## config.mk

```make
export PLATFORM = sky130hd
export DESIGN_NAME = bcd_value_decoder_core
export DESIGN_NICKNAME = d
export VERILOG_FILES = /design/src/sv/bvd_pkg.sv /design/src/sv/bvd_accum.sv /design/src/sv/bvd_check.sv /design/src/sv/bcd_value_decoder_core.sv
export SDC_FILE = /design/constraint.sdc
export NUM_CORES = 1
export LEC_CHECK = 0
export BUFFER_PORTS_ARGS = -buffer_cell sky130_fd_sc_hd__buf_2
export CAP_MARGIN = 5
export CORE_ASPECT_RATIO = 0.5
export CORE_UTILIZATION = 30
export CTS_CLUSTER_DIAMETER = 150
export DETAILED_ROUTE_END_ITERATION = 10
export PLACE_DENSITY = 0.46
export SYNTH_ARGS = -nofsm -noshare
export SYNTH_HDL_FRONTEND = slang
export SYNTH_SLANG_ARGS = --single-unit
export TNS_END_PERCENT = 20
```

## constraint.sdc

```tcl
create_clock -name clk -period 6.8 [get_ports clk]
set_input_delay 0.68 -clock clk [delete_from_list [all_inputs] [get_ports clk]]
set_output_delay 0.68 -clock clk [all_outputs]
set_load 0.1 [all_outputs]
```

## src/sv/bvd_pkg.sv

```systemverilog
// Shared types, codes, constants and lookup functions of the BCD value decoder.
`default_nettype none

package bvd_pkg;

    // Value kinds
    localparam logic [1:0] KIND_NUMBER = 2'd0;
    localparam logic [1:0] KIND_DATE   = 2'd1;
    localparam logic [1:0] KIND_TIME   = 2'd2;

    // Configuration register indexes
    localparam logic [1:0] REG_VALUE_KIND  = 2'd0;
    localparam logic [1:0] REG_DIGIT_LIMIT = 2'd1;
    localparam logic [1:0] REG_LENGTH_MASK = 2'd2;

    // Reset values of the configuration registers
    localparam logic [1:0] VALUE_KIND_RST  = KIND_NUMBER;
    localparam logic [4:0] DIGIT_LIMIT_RST = 5'd12;
    localparam logic [7:0] LENGTH_MASK_RST = 8'd32;

    // Limits
    localparam logic [3:0]  MAX_BYTES      = 4'd8;
    localparam logic [3:0]  COUNT_SAT      = 4'd9;
    localparam logic [4:0]  MAX_BCD_DIGITS = 5'd18;
    localparam logic [3:0]  MAX_NIBBLE     = 4'd9;
    localparam logic [6:0]  MAX_HOUR       = 7'd23;
    localparam logic [6:0]  MAX_MINUTE     = 7'd59;
    localparam logic [6:0]  MONTHS         = 7'd12;
    localparam logic [6:0]  FEBRUARY       = 7'd2;
    localparam logic [63:0] DATE_TIME_MAX  = 64'd999999;

    typedef struct packed {
        logic [7:0] data_byte;
        logic       last_byte;
    } in_t;

    typedef struct packed {
        logic        status;
        logic [63:0] value;
        logic [6:0]  field_high;
        logic [6:0]  field_mid;
        logic [6:0]  field_low;
    } out_t;

    typedef struct packed {
        logic [1:0] value_kind;
        logic [4:0] digit_limit;
        logic [7:0] allowed_length_mask;
    } cfg_t;

    // Snapshot of one finished value, handed from accumulator to checker
    typedef struct packed {
        logic [63:0] acc;
        logic [3:0]  count;
        logic        bad;
        logic [6:0]  pair_high;
        logic [6:0]  pair_mid;
        logic [6:0]  pair_low;
    } snap_t;

    // Largest number with the given count of decimal digits
    function automatic logic [63:0] digit_max(input logic [4:0] digits);
        logic [63:0] res;
        res = 64'd0;
        case (digits)
            5'd0:    res = 64'd0;
            5'd1:    res = 64'd9;
            5'd2:    res = 64'd99;
            5'd3:    res = 64'd999;
            5'd4:    res = 64'd9999;
            5'd5:    res = 64'd99999;
            5'd6:    res = 64'd999999;
            5'd7:    res = 64'd9999999;
            5'd8:    res = 64'd99999999;
            5'd9:    res = 64'd999999999;
            5'd10:   res = 64'd9999999999;
            5'd11:   res = 64'd99999999999;
            5'd12:   res = 64'd999999999999;
            5'd13:   res = 64'd9999999999999;
            5'd14:   res = 64'd99999999999999;
            5'd15:   res = 64'd999999999999999;
            5'd16:   res = 64'd9999999999999999;
            5'd17:   res = 64'd99999999999999999;
            default: res = 64'd999999999999999999;
        endcase
        return res;
    endfunction

    // Days in a month of a common year, month counted from one
    function automatic logic [4:0] month_days(input logic [6:0] month);
        logic [4:0] res;
        res = 5'd31;
        case (month) inside
            7'd2:                      res = 5'd28;
            7'd4, 7'd6, 7'd9, 7'd11:   res = 5'd30;
            default:                   res = 5'd31;
        endcase
        return res;
    endfunction

endpackage

`default_nettype wire

```

## src/sv/bvd_accum.sv

```systemverilog
// Byte accumulator: folds request bytes into the running value and hands off finished values.
`default_nettype none

module bvd_accum
    import bvd_pkg::*;
(
    input  wire logic  clk,
    input  wire logic  rst_n,
    input  wire cfg_t  cfg,
    input  wire logic  in_valid,
    output logic       in_stall,
    input  wire in_t   in_data,
    input  wire logic  chk_ready,
    output logic       snap_valid,
    output snap_t      snap
);

    logic [63:0] acc_reg;
    logic [63:0] acc_next;
    logic [3:0]  count_reg;
    logic [3:0]  count_next;
    logic        bad_reg;
    logic        bad_next;
    logic [6:0]  pair_mid_reg;
    logic [6:0]  pair_low_reg;
    logic        fin_valid_reg;
    snap_t       fin_reg;
    snap_t       fin_next;
    logic        in_fire;
    logic        binary;
    logic [3:0]  hi;
    logic [3:0]  lo;
    logic [7:0]  pair;
    logic [63:0] acc_bcd;

    // Stall while a finished value waits and the checker cannot take it
    assign in_stall = fin_valid_reg && !chk_ready;
    assign in_fire  = in_valid && !in_stall;

    // Decode the incoming byte
    assign binary = (cfg.value_kind == KIND_NUMBER) && (cfg.digit_limit == 5'd0);
    assign hi     = in_data.data_byte[7:4];
    assign lo     = in_data.data_byte[3:0];
    assign pair   = {1'b0, hi, 3'b000} + {3'b000, hi, 1'b0} + {4'b0000, lo};

    // Multiply by one hundred as shifted adds, then add the digit pair
    assign acc_bcd = {acc_reg[57:0], 6'b0} + {acc_reg[58:0], 5'b0}
                   + {acc_reg[61:0], 2'b0} + {56'd0, pair};

    assign acc_next   = binary ? {acc_reg[55:0], in_data.data_byte} : acc_bcd;
    assign bad_next   = bad_reg || (!binary && ((hi > MAX_NIBBLE) || (lo > MAX_NIBBLE)));
    assign count_next = (count_reg == COUNT_SAT) ? COUNT_SAT : count_reg + 4'd1;

    // The oldest of the three pairs is only needed once it has shifted out
    always_comb
    begin
        fin_next.acc       = acc_next;
        fin_next.count     = count_next;
        fin_next.bad       = bad_next;
        fin_next.pair_high = pair_mid_reg;
        fin_next.pair_mid  = pair_low_reg;
        fin_next.pair_low  = pair[6:0];
    end

    // Advance the working state; clear it after the last byte
    always_ff @(posedge clk or negedge rst_n)
    begin
        if (!rst_n)
        begin
            acc_reg       <= 64'd0;
            count_reg     <= 4'd0;
            bad_reg       <= 1'b0;
            pair_mid_reg  <= 7'd0;
            pair_low_reg  <= 7'd0;
        end
        else if (in_fire)
        begin
            if (in_data.last_byte)
            begin
                acc_reg       <= 64'd0;
                count_reg     <= 4'd0;
                bad_reg       <= 1'b0;
                pair_mid_reg  <= 7'd0;
                pair_low_reg  <= 7'd0;
            end
            else
            begin
                acc_reg       <= acc_next;
                count_reg     <= count_next;
                bad_reg       <= bad_next;
                pair_mid_reg  <= pair_low_reg;
                pair_low_reg  <= pair[6:0];
            end
        end
    end

    // Hold the finished value until the checker takes it
    always_ff @(posedge clk or negedge rst_n)
    begin
        if (!rst_n)
        begin
            fin_valid_reg <= 1'b0;
        end
        else if (in_fire && in_data.last_byte)
        begin
            fin_valid_reg <= 1'b1;
        end
        else if (chk_ready)
        begin
            fin_valid_reg <= 1'b0;
        end
    end

    always_ff @(posedge clk)
    begin
        if (in_fire && in_data.last_byte)
        begin
            fin_reg <= fin_next;
        end
    end

    assign snap_valid = fin_valid_reg;
    assign snap       = fin_reg;

    // Byte count never passes its saturation point
    a_count_sat: assert property (@(posedge clk) disable iff (!rst_n)
        count_reg <= COUNT_SAT)
        else $error("byte count above saturation");

    // A handed-off value always holds at least one byte
    a_fin_nonempty: assert property (@(posedge clk) disable iff (!rst_n)
        fin_valid_reg |-> (fin_reg.count != 4'd0))
        else $error("finished value with no bytes");

    // The last byte clears the working state
    a_clear_after_last: assert property (@(posedge clk) disable iff (!rst_n)
        (in_fire && in_data.last_byte) |=> (count_reg == 4'd0 && !bad_reg))
        else $error("working state not cleared after last byte");

endmodule

`default_nettype wire

```

## src/sv/bvd_check.sv

```systemverilog
// Value checker: validates a finished value and holds the result in the output register.
`default_nettype none

module bvd_check
    import bvd_pkg::*;
(
    input  wire logic  clk,
    input  wire logic  rst_n,
    input  wire cfg_t  cfg,
    input  wire logic  snap_valid,
    input  wire snap_t snap,
    output logic       chk_ready,
    output logic       out_valid,
    input  wire logic  out_stall,
    output out_t       out_data
);

    logic       out_valid_reg;
    out_t       out_data_reg;
    out_t       out_data_next;
    logic       ok;
    logic       len_ok;
    logic [2:0] len_idx;
    logic [4:0] day_lim;
    logic       leap_feb;

    // Take a new value when the output register is free or being drained
    assign chk_ready = !out_valid_reg || !out_stall;

    assign len_idx  = 3'(snap.count - 4'd1);
    assign len_ok   = (snap.count <= MAX_BYTES) && cfg.allowed_length_mask[len_idx];
    assign leap_feb = (snap.pair_mid == FEBRUARY) && (snap.pair_high[1:0] == 2'b00);
    assign day_lim  = month_days(snap.pair_mid) + {4'd0, leap_feb};

    // Check length, digits, range and fields
    always_comb
    begin
        ok = len_ok;
        unique case (cfg.value_kind)
            KIND_NUMBER:
            begin
                if (cfg.digit_limit > MAX_BCD_DIGITS)
                begin
                    ok = 1'b0;
                end
                else if (cfg.digit_limit != 5'd0)
                begin
                    if (snap.bad || (snap.acc > digit_max(cfg.digit_limit)))
                    begin
                        ok = 1'b0;
                    end
                end
            end
            KIND_DATE:
            begin
                if (snap.bad || (snap.acc > DATE_TIME_MAX))
                begin
                    ok = 1'b0;
                end
                else if ((snap.pair_mid == 7'd0) || (snap.pair_mid > MONTHS))
                begin
                    ok = 1'b0;
                end
                else if ((snap.pair_low == 7'd0) || (snap.pair_low > {2'b00, day_lim}))
                begin
                    ok = 1'b0;
                end
            end
            KIND_TIME:
            begin
                if (snap.bad || (snap.acc > DATE_TIME_MAX))
                begin
                    ok = 1'b0;
                end
                else if ((snap.pair_high > MAX_HOUR) || (snap.pair_mid > MAX_MINUTE)
                         || (snap.pair_low > MAX_MINUTE))
                begin
                    ok = 1'b0;
                end
            end
            default:
            begin
                ok = 1'b0;
            end
        endcase
    end

    // Build the result; zero the payload when invalid
    always_comb
    begin
        out_data_next.status     = !ok;
        out_data_next.value      = ok ? snap.acc : 64'd0;
        out_data_next.field_high = 7'd0;
        out_data_next.field_mid  = 7'd0;
        out_data_next.field_low  = 7'd0;
        if (ok && ((cfg.value_kind == KIND_DATE) || (cfg.value_kind == KIND_TIME)))
        begin
            out_data_next.field_high = snap.pair_high;
            out_data_next.field_mid  = snap.pair_mid;
            out_data_next.field_low  = snap.pair_low;
        end
    end

    // Load or drain the output register
    always_ff @(posedge clk or negedge rst_n)
    begin
        if (!rst_n)
        begin
            out_valid_reg <= 1'b0;
        end
        else if (chk_ready)
        begin
            out_valid_reg <= snap_valid;
        end
    end

    always_ff @(posedge clk)
    begin
        if (chk_ready && snap_valid)
        begin
            out_data_reg <= out_data_next;
        end
    end

    assign out_valid = out_valid_reg;
    assign out_data  = out_data_reg;

    // An invalid result carries an all-zero payload
    a_invalid_zero: assert property (@(posedge clk) disable iff (!rst_n)
        (out_valid_reg && out_data_reg.status) |->
            (out_data_reg.value == 64'd0 && out_data_reg.field_high == 7'd0
             && out_data_reg.field_mid == 7'd0 && out_data_reg.field_low == 7'd0))
        else $error("invalid result with nonzero payload");

endmodule

`default_nettype wire

```

## src/sv/bcd_value_decoder_core.sv

```systemverilog
// Top level of the BCD value decoder: configuration registers and the two processing stages.
//
// Usage:
//   Input channel (in_valid / in_stall / in_data) carries one byte per request,
//   most significant first, with last_byte set on the final byte of a value.
//   Output channel (out_valid / out_stall / out_data) carries one result per
//   value: status, decoded number and, in date or time mode, the three fields.
//   Configuration (cfg_write / cfg_index / cfg_data) writes value_kind (0),
//   digit_limit (1) and allowed_length_mask (2); other indexes are ignored.
//   Throughput: one byte per cycle while in_stall is low, set by the single
//   multiply-by-100 accumulate in the byte accumulator. Once its last byte is
//   accepted, the result of a value passes through the finished-value
//   register, then the output register.
//   Reset clears the working value, empties both stages and loads the
//   register defaults: kind number, digit limit 12, length mask 0x20.
//   While the receiver stalls, the output holds its result, the finished
//   value waits one stage behind it, and only then is in_stall raised.
`default_nettype none

module bcd_value_decoder_core
    import bvd_pkg::*;
(
    input  wire logic       clk,
    input  wire logic       rst_n,
    input  wire logic       cfg_write,
    input  wire logic [1:0] cfg_index,
    input  wire logic [7:0] cfg_data,
    input  wire logic       in_valid,
    output logic            in_stall,
    input  wire in_t        in_data,
    output logic            out_valid,
    input  wire logic       out_stall,
    output out_t            out_data
);

    cfg_t  cfg_reg;
    logic  snap_valid;
    snap_t snap;
    logic  chk_ready;

    // Decode configuration writes
    always_ff @(posedge clk or negedge rst_n)
    begin
        if (!rst_n)
        begin
            cfg_reg.value_kind          <= VALUE_KIND_RST;
            cfg_reg.digit_limit         <= DIGIT_LIMIT_RST;
            cfg_reg.allowed_length_mask <= LENGTH_MASK_RST;
        end
        else if (cfg_write)
        begin
            unique case (cfg_index)
                REG_VALUE_KIND:  cfg_reg.value_kind          <= cfg_data[1:0];
                REG_DIGIT_LIMIT: cfg_reg.digit_limit         <= cfg_data[4:0];
                REG_LENGTH_MASK: cfg_reg.allowed_length_mask <= cfg_data;
                default:         cfg_reg <= cfg_reg;
            endcase
        end
    end

    bvd_accum u_accum (
        .clk        (clk),
        .rst_n      (rst_n),
        .cfg        (cfg_reg),
        .in_valid   (in_valid),
        .in_stall   (in_stall),
        .in_data    (in_data),
        .chk_ready  (chk_ready),
        .snap_valid (snap_valid),
        .snap       (snap)
    );

    bvd_check u_check (
        .clk        (clk),
        .rst_n      (rst_n),
        .cfg        (cfg_reg),
        .snap_valid (snap_valid),
        .snap       (snap),
        .chk_ready  (chk_ready),
        .out_valid  (out_valid),
        .out_stall  (out_stall),
        .out_data   (out_data)
    );

endmodule

`default_nettype wire
```

==> impl_results.md <==
* Status: complete, no violations
* Slowest Stage Delay on Critical Path at about 0.52 ns
* Drt initial violations at 842
* Final cell area excluding filler cells at 20700 um2
* Post_cts resized at 0
* Most frequent cell after synthesis: ha_1
* Crit start category: input pin
* Cell area after placement at 19800 um2
* Fin crit share at 0.872
* VDD IR max at 0.000238 V
* Clock Pin Slew Worst Setup and Hold Paths at 0.07 ns
* Yosys reg bits at 272
* Post-synth top cells: ha_1 (202), edfxtp_1 (175), nand2_1 (158)
* Hold Path Class: in -> async
* DP HPWL at 41600 um
* CTS H-tree lvls at 1
* Warnings from Yosys at 0
* Diodes inserted at 0
* Dominant cell type by area after synthesis: edfxtp_1
* Clock Path Buffers at 3
* Die W at 352 um
* Crit Path Max Fanout at 4
* Initial antenna violation count at 0
* Slowest CP cell: fa_1
* Site Rows at 63
* Wire per inst at 20.9 um
* Top delay family on crit path: compound AO/OA/AOI/OAI gates
* Initial Utilization at 0.307
* Register area share after synthesis at 0.418
* Cell Area, Synth at 18400 um2
* Total congestion overflow at 0
* Clock latency on the worst-skew pair at 0.57 ns
* Worst path bufs/invs at 3
* Largest net degree at the start of global routing at 68
* Layout cell share with drive strength beyond 1 at 0.112
* Max-cap violations at 0
* Die area at 62300 um2
* Setup_tns at 0 ns
* Vias in the first global route at 13449
* First-pass GRT wire length at about 84000 um
* Post-Syn Instances at 1722
* CTS tree: built
* Top post-synthesis cells by area: edfxtp_1 (29%), ha_1 (14%), dfrtp_1 (13%)
* Async set or reset register ratio after synthesis at 0.357
* Fin. Hold Viols at 0
* Fmax at 169 MHz
* Root cell of the clock tree: clkbuf_16
* Synth Flop Type: edfxtp_1
* Post-synth top area share at 0.286
* Min Tclk post-route at roughly 5.9 ns
* Syn Nets at 2011
* Initial DRT Pass Iterations at 5
* Setup repair after global routing missed its margin: no
* Syn Area/Cell at 10.7 um2
* Slew Limit Headroom at 0.286
* CP Class: in -> reg
* Layout area overhead at 12.8%
* EDFF count, synth at approximately 180
* Top cell by count, worst path: fa_1
* # DRC at 0
* Leakage at around 9.1 nW
* CP Capture Type: register
* ANT nets after route at 0
* Clock sinks at 272
* IO Port Bufs at 111
* CTS buffer count at 28
* Critical path, cell by cell: buf_2, inv_1, fa_1, inv_1, fa_1, a21o_1, a21oi_1, xnor2_1, fa_1, fa_1, ha_1, o21ai_0, o21ai_0, a21oi_1, o21ai_1, a31oi_1, o22a_1, a21oi_2, mux2_2, a21oi_1, a22o_1
* Hold_buf cts at 0
* Core area at 59900 um2
* Worst-Margin Slew at 1.07 ns
* Vert. Die Dim at 177 um
* Crit path DAT at 6.42 ns
* Max Slew Vio Count at 0
* Netlist cell types at between 70 and 80
* Nets at ~2100
* Vias per std cell at about 5
* Max reg flops at 89
* GRT Overall Usage at 0.176
* Io pins at 112
* Power Dens Cells at 502 nW/um2
* Routed wire length at ~55000 um
* Setup violators final at 0
* Worst EP required at ~7.3 ns
* Setup bufs post-CTS at 0
* Clk_skew at approximately 0.015 ns
* Gpl congestion at 0.937
* DR vias at 13476
-- placed cells by master (no fill, tap or decap), types with 23 or more instances in the layout --
cell type,instances
a21o_1,62
a21oi_1,132
a22o_1,59
a31oi_1,23
buf_2,110
clkbuf_16,32
dfrtp_1,94
edfxtp_1,175
fa_1,63
ha_1,202
inv_1,46
nand2_1,157
nand4_1,33
nor2_1,104
nor2b_1,70
o21ai_0,93
xnor2_1,35
xor2_1,26
-- metrics by stage --
stage	setup slack (ns)	hold WS, ns	utilization	power (mW)	std cells
floorplan	0.768	0.384	-	7.09	1722
global placement	0.448	0.432	0.330	8.85	2580
detailed placement	0.371	0.433	0.330	8.81	2580
CTS	0.947	0.122	0.346	10.5	2632
global route	0.535	0.149	0.346	11.3	2632
finish	0.871	0.124	0.346	10.4	2632
-- final cells by class --
| class | count | area [um2] |
|---|---|---|
| clock buffer | 46 | 883 |
| clock inverter | 6 | 65.1 |
| fill | 6152 | 39200 |
| inverter | 49 | 184 |
| multi-input combinational | 1323 | 10200 |
| sequential | 272 | 7690 |
| tap | 812 | 1020 |
| timing repair buffer | 124 | 668 |
-- final timing paths --
path,depth (start not counted),slack (ns),endpoint,from
worst max-delay path,21,0.87,u_accum.acc_reg[59],in_data[4]
worst min-delay path,1,0.12,u_accum.pair_mid_reg[3],rst_n
worst max register to register,11,1.72,u_check.out_data[6],cfg_reg[11]
worst min register to register,0,0.44,u_accum.snap[19],u_accum.pair_mid_reg[5]
max in group asynchronous,2,5.38,u_accum.acc_reg[56],rst_n
min in group clk,2,0.35,cfg_reg[5],cfg_data[5]
-- metal layers --
metal,up-vias,wire length [um],GRT usage
met2,239,24700,0.283
met3,70,1980,0.0235
met4,0,1680,0.0505
met1,6653,26600,0.246
met5,-,0,0
li1,6514,-,-
-- cells by family after synthesis --
kind of cell	after synthesis	synth area share
adder cells (fa/ha/maj)	265	0.206
AO/OA/AOI/OAI	464	0.166
multiplexers	21	0.0139
buffers and inverters	127	0.0281
flip-flops	272	0.418
AND/OR/NAND/NOR	512	0.139
XOR/XNOR	61	0.0291
-- power breakdown --
part	switching [mW]	leakage [nW]	internal [mW]	total [mW]
Combinational	3.55	5.76	2.23	5.78
Clock	0.669	0.456	0.926	1.60
Sequential	0.665	2.93	2.37	3.03
Note: power is estimated with default switching activity, not from simulation.
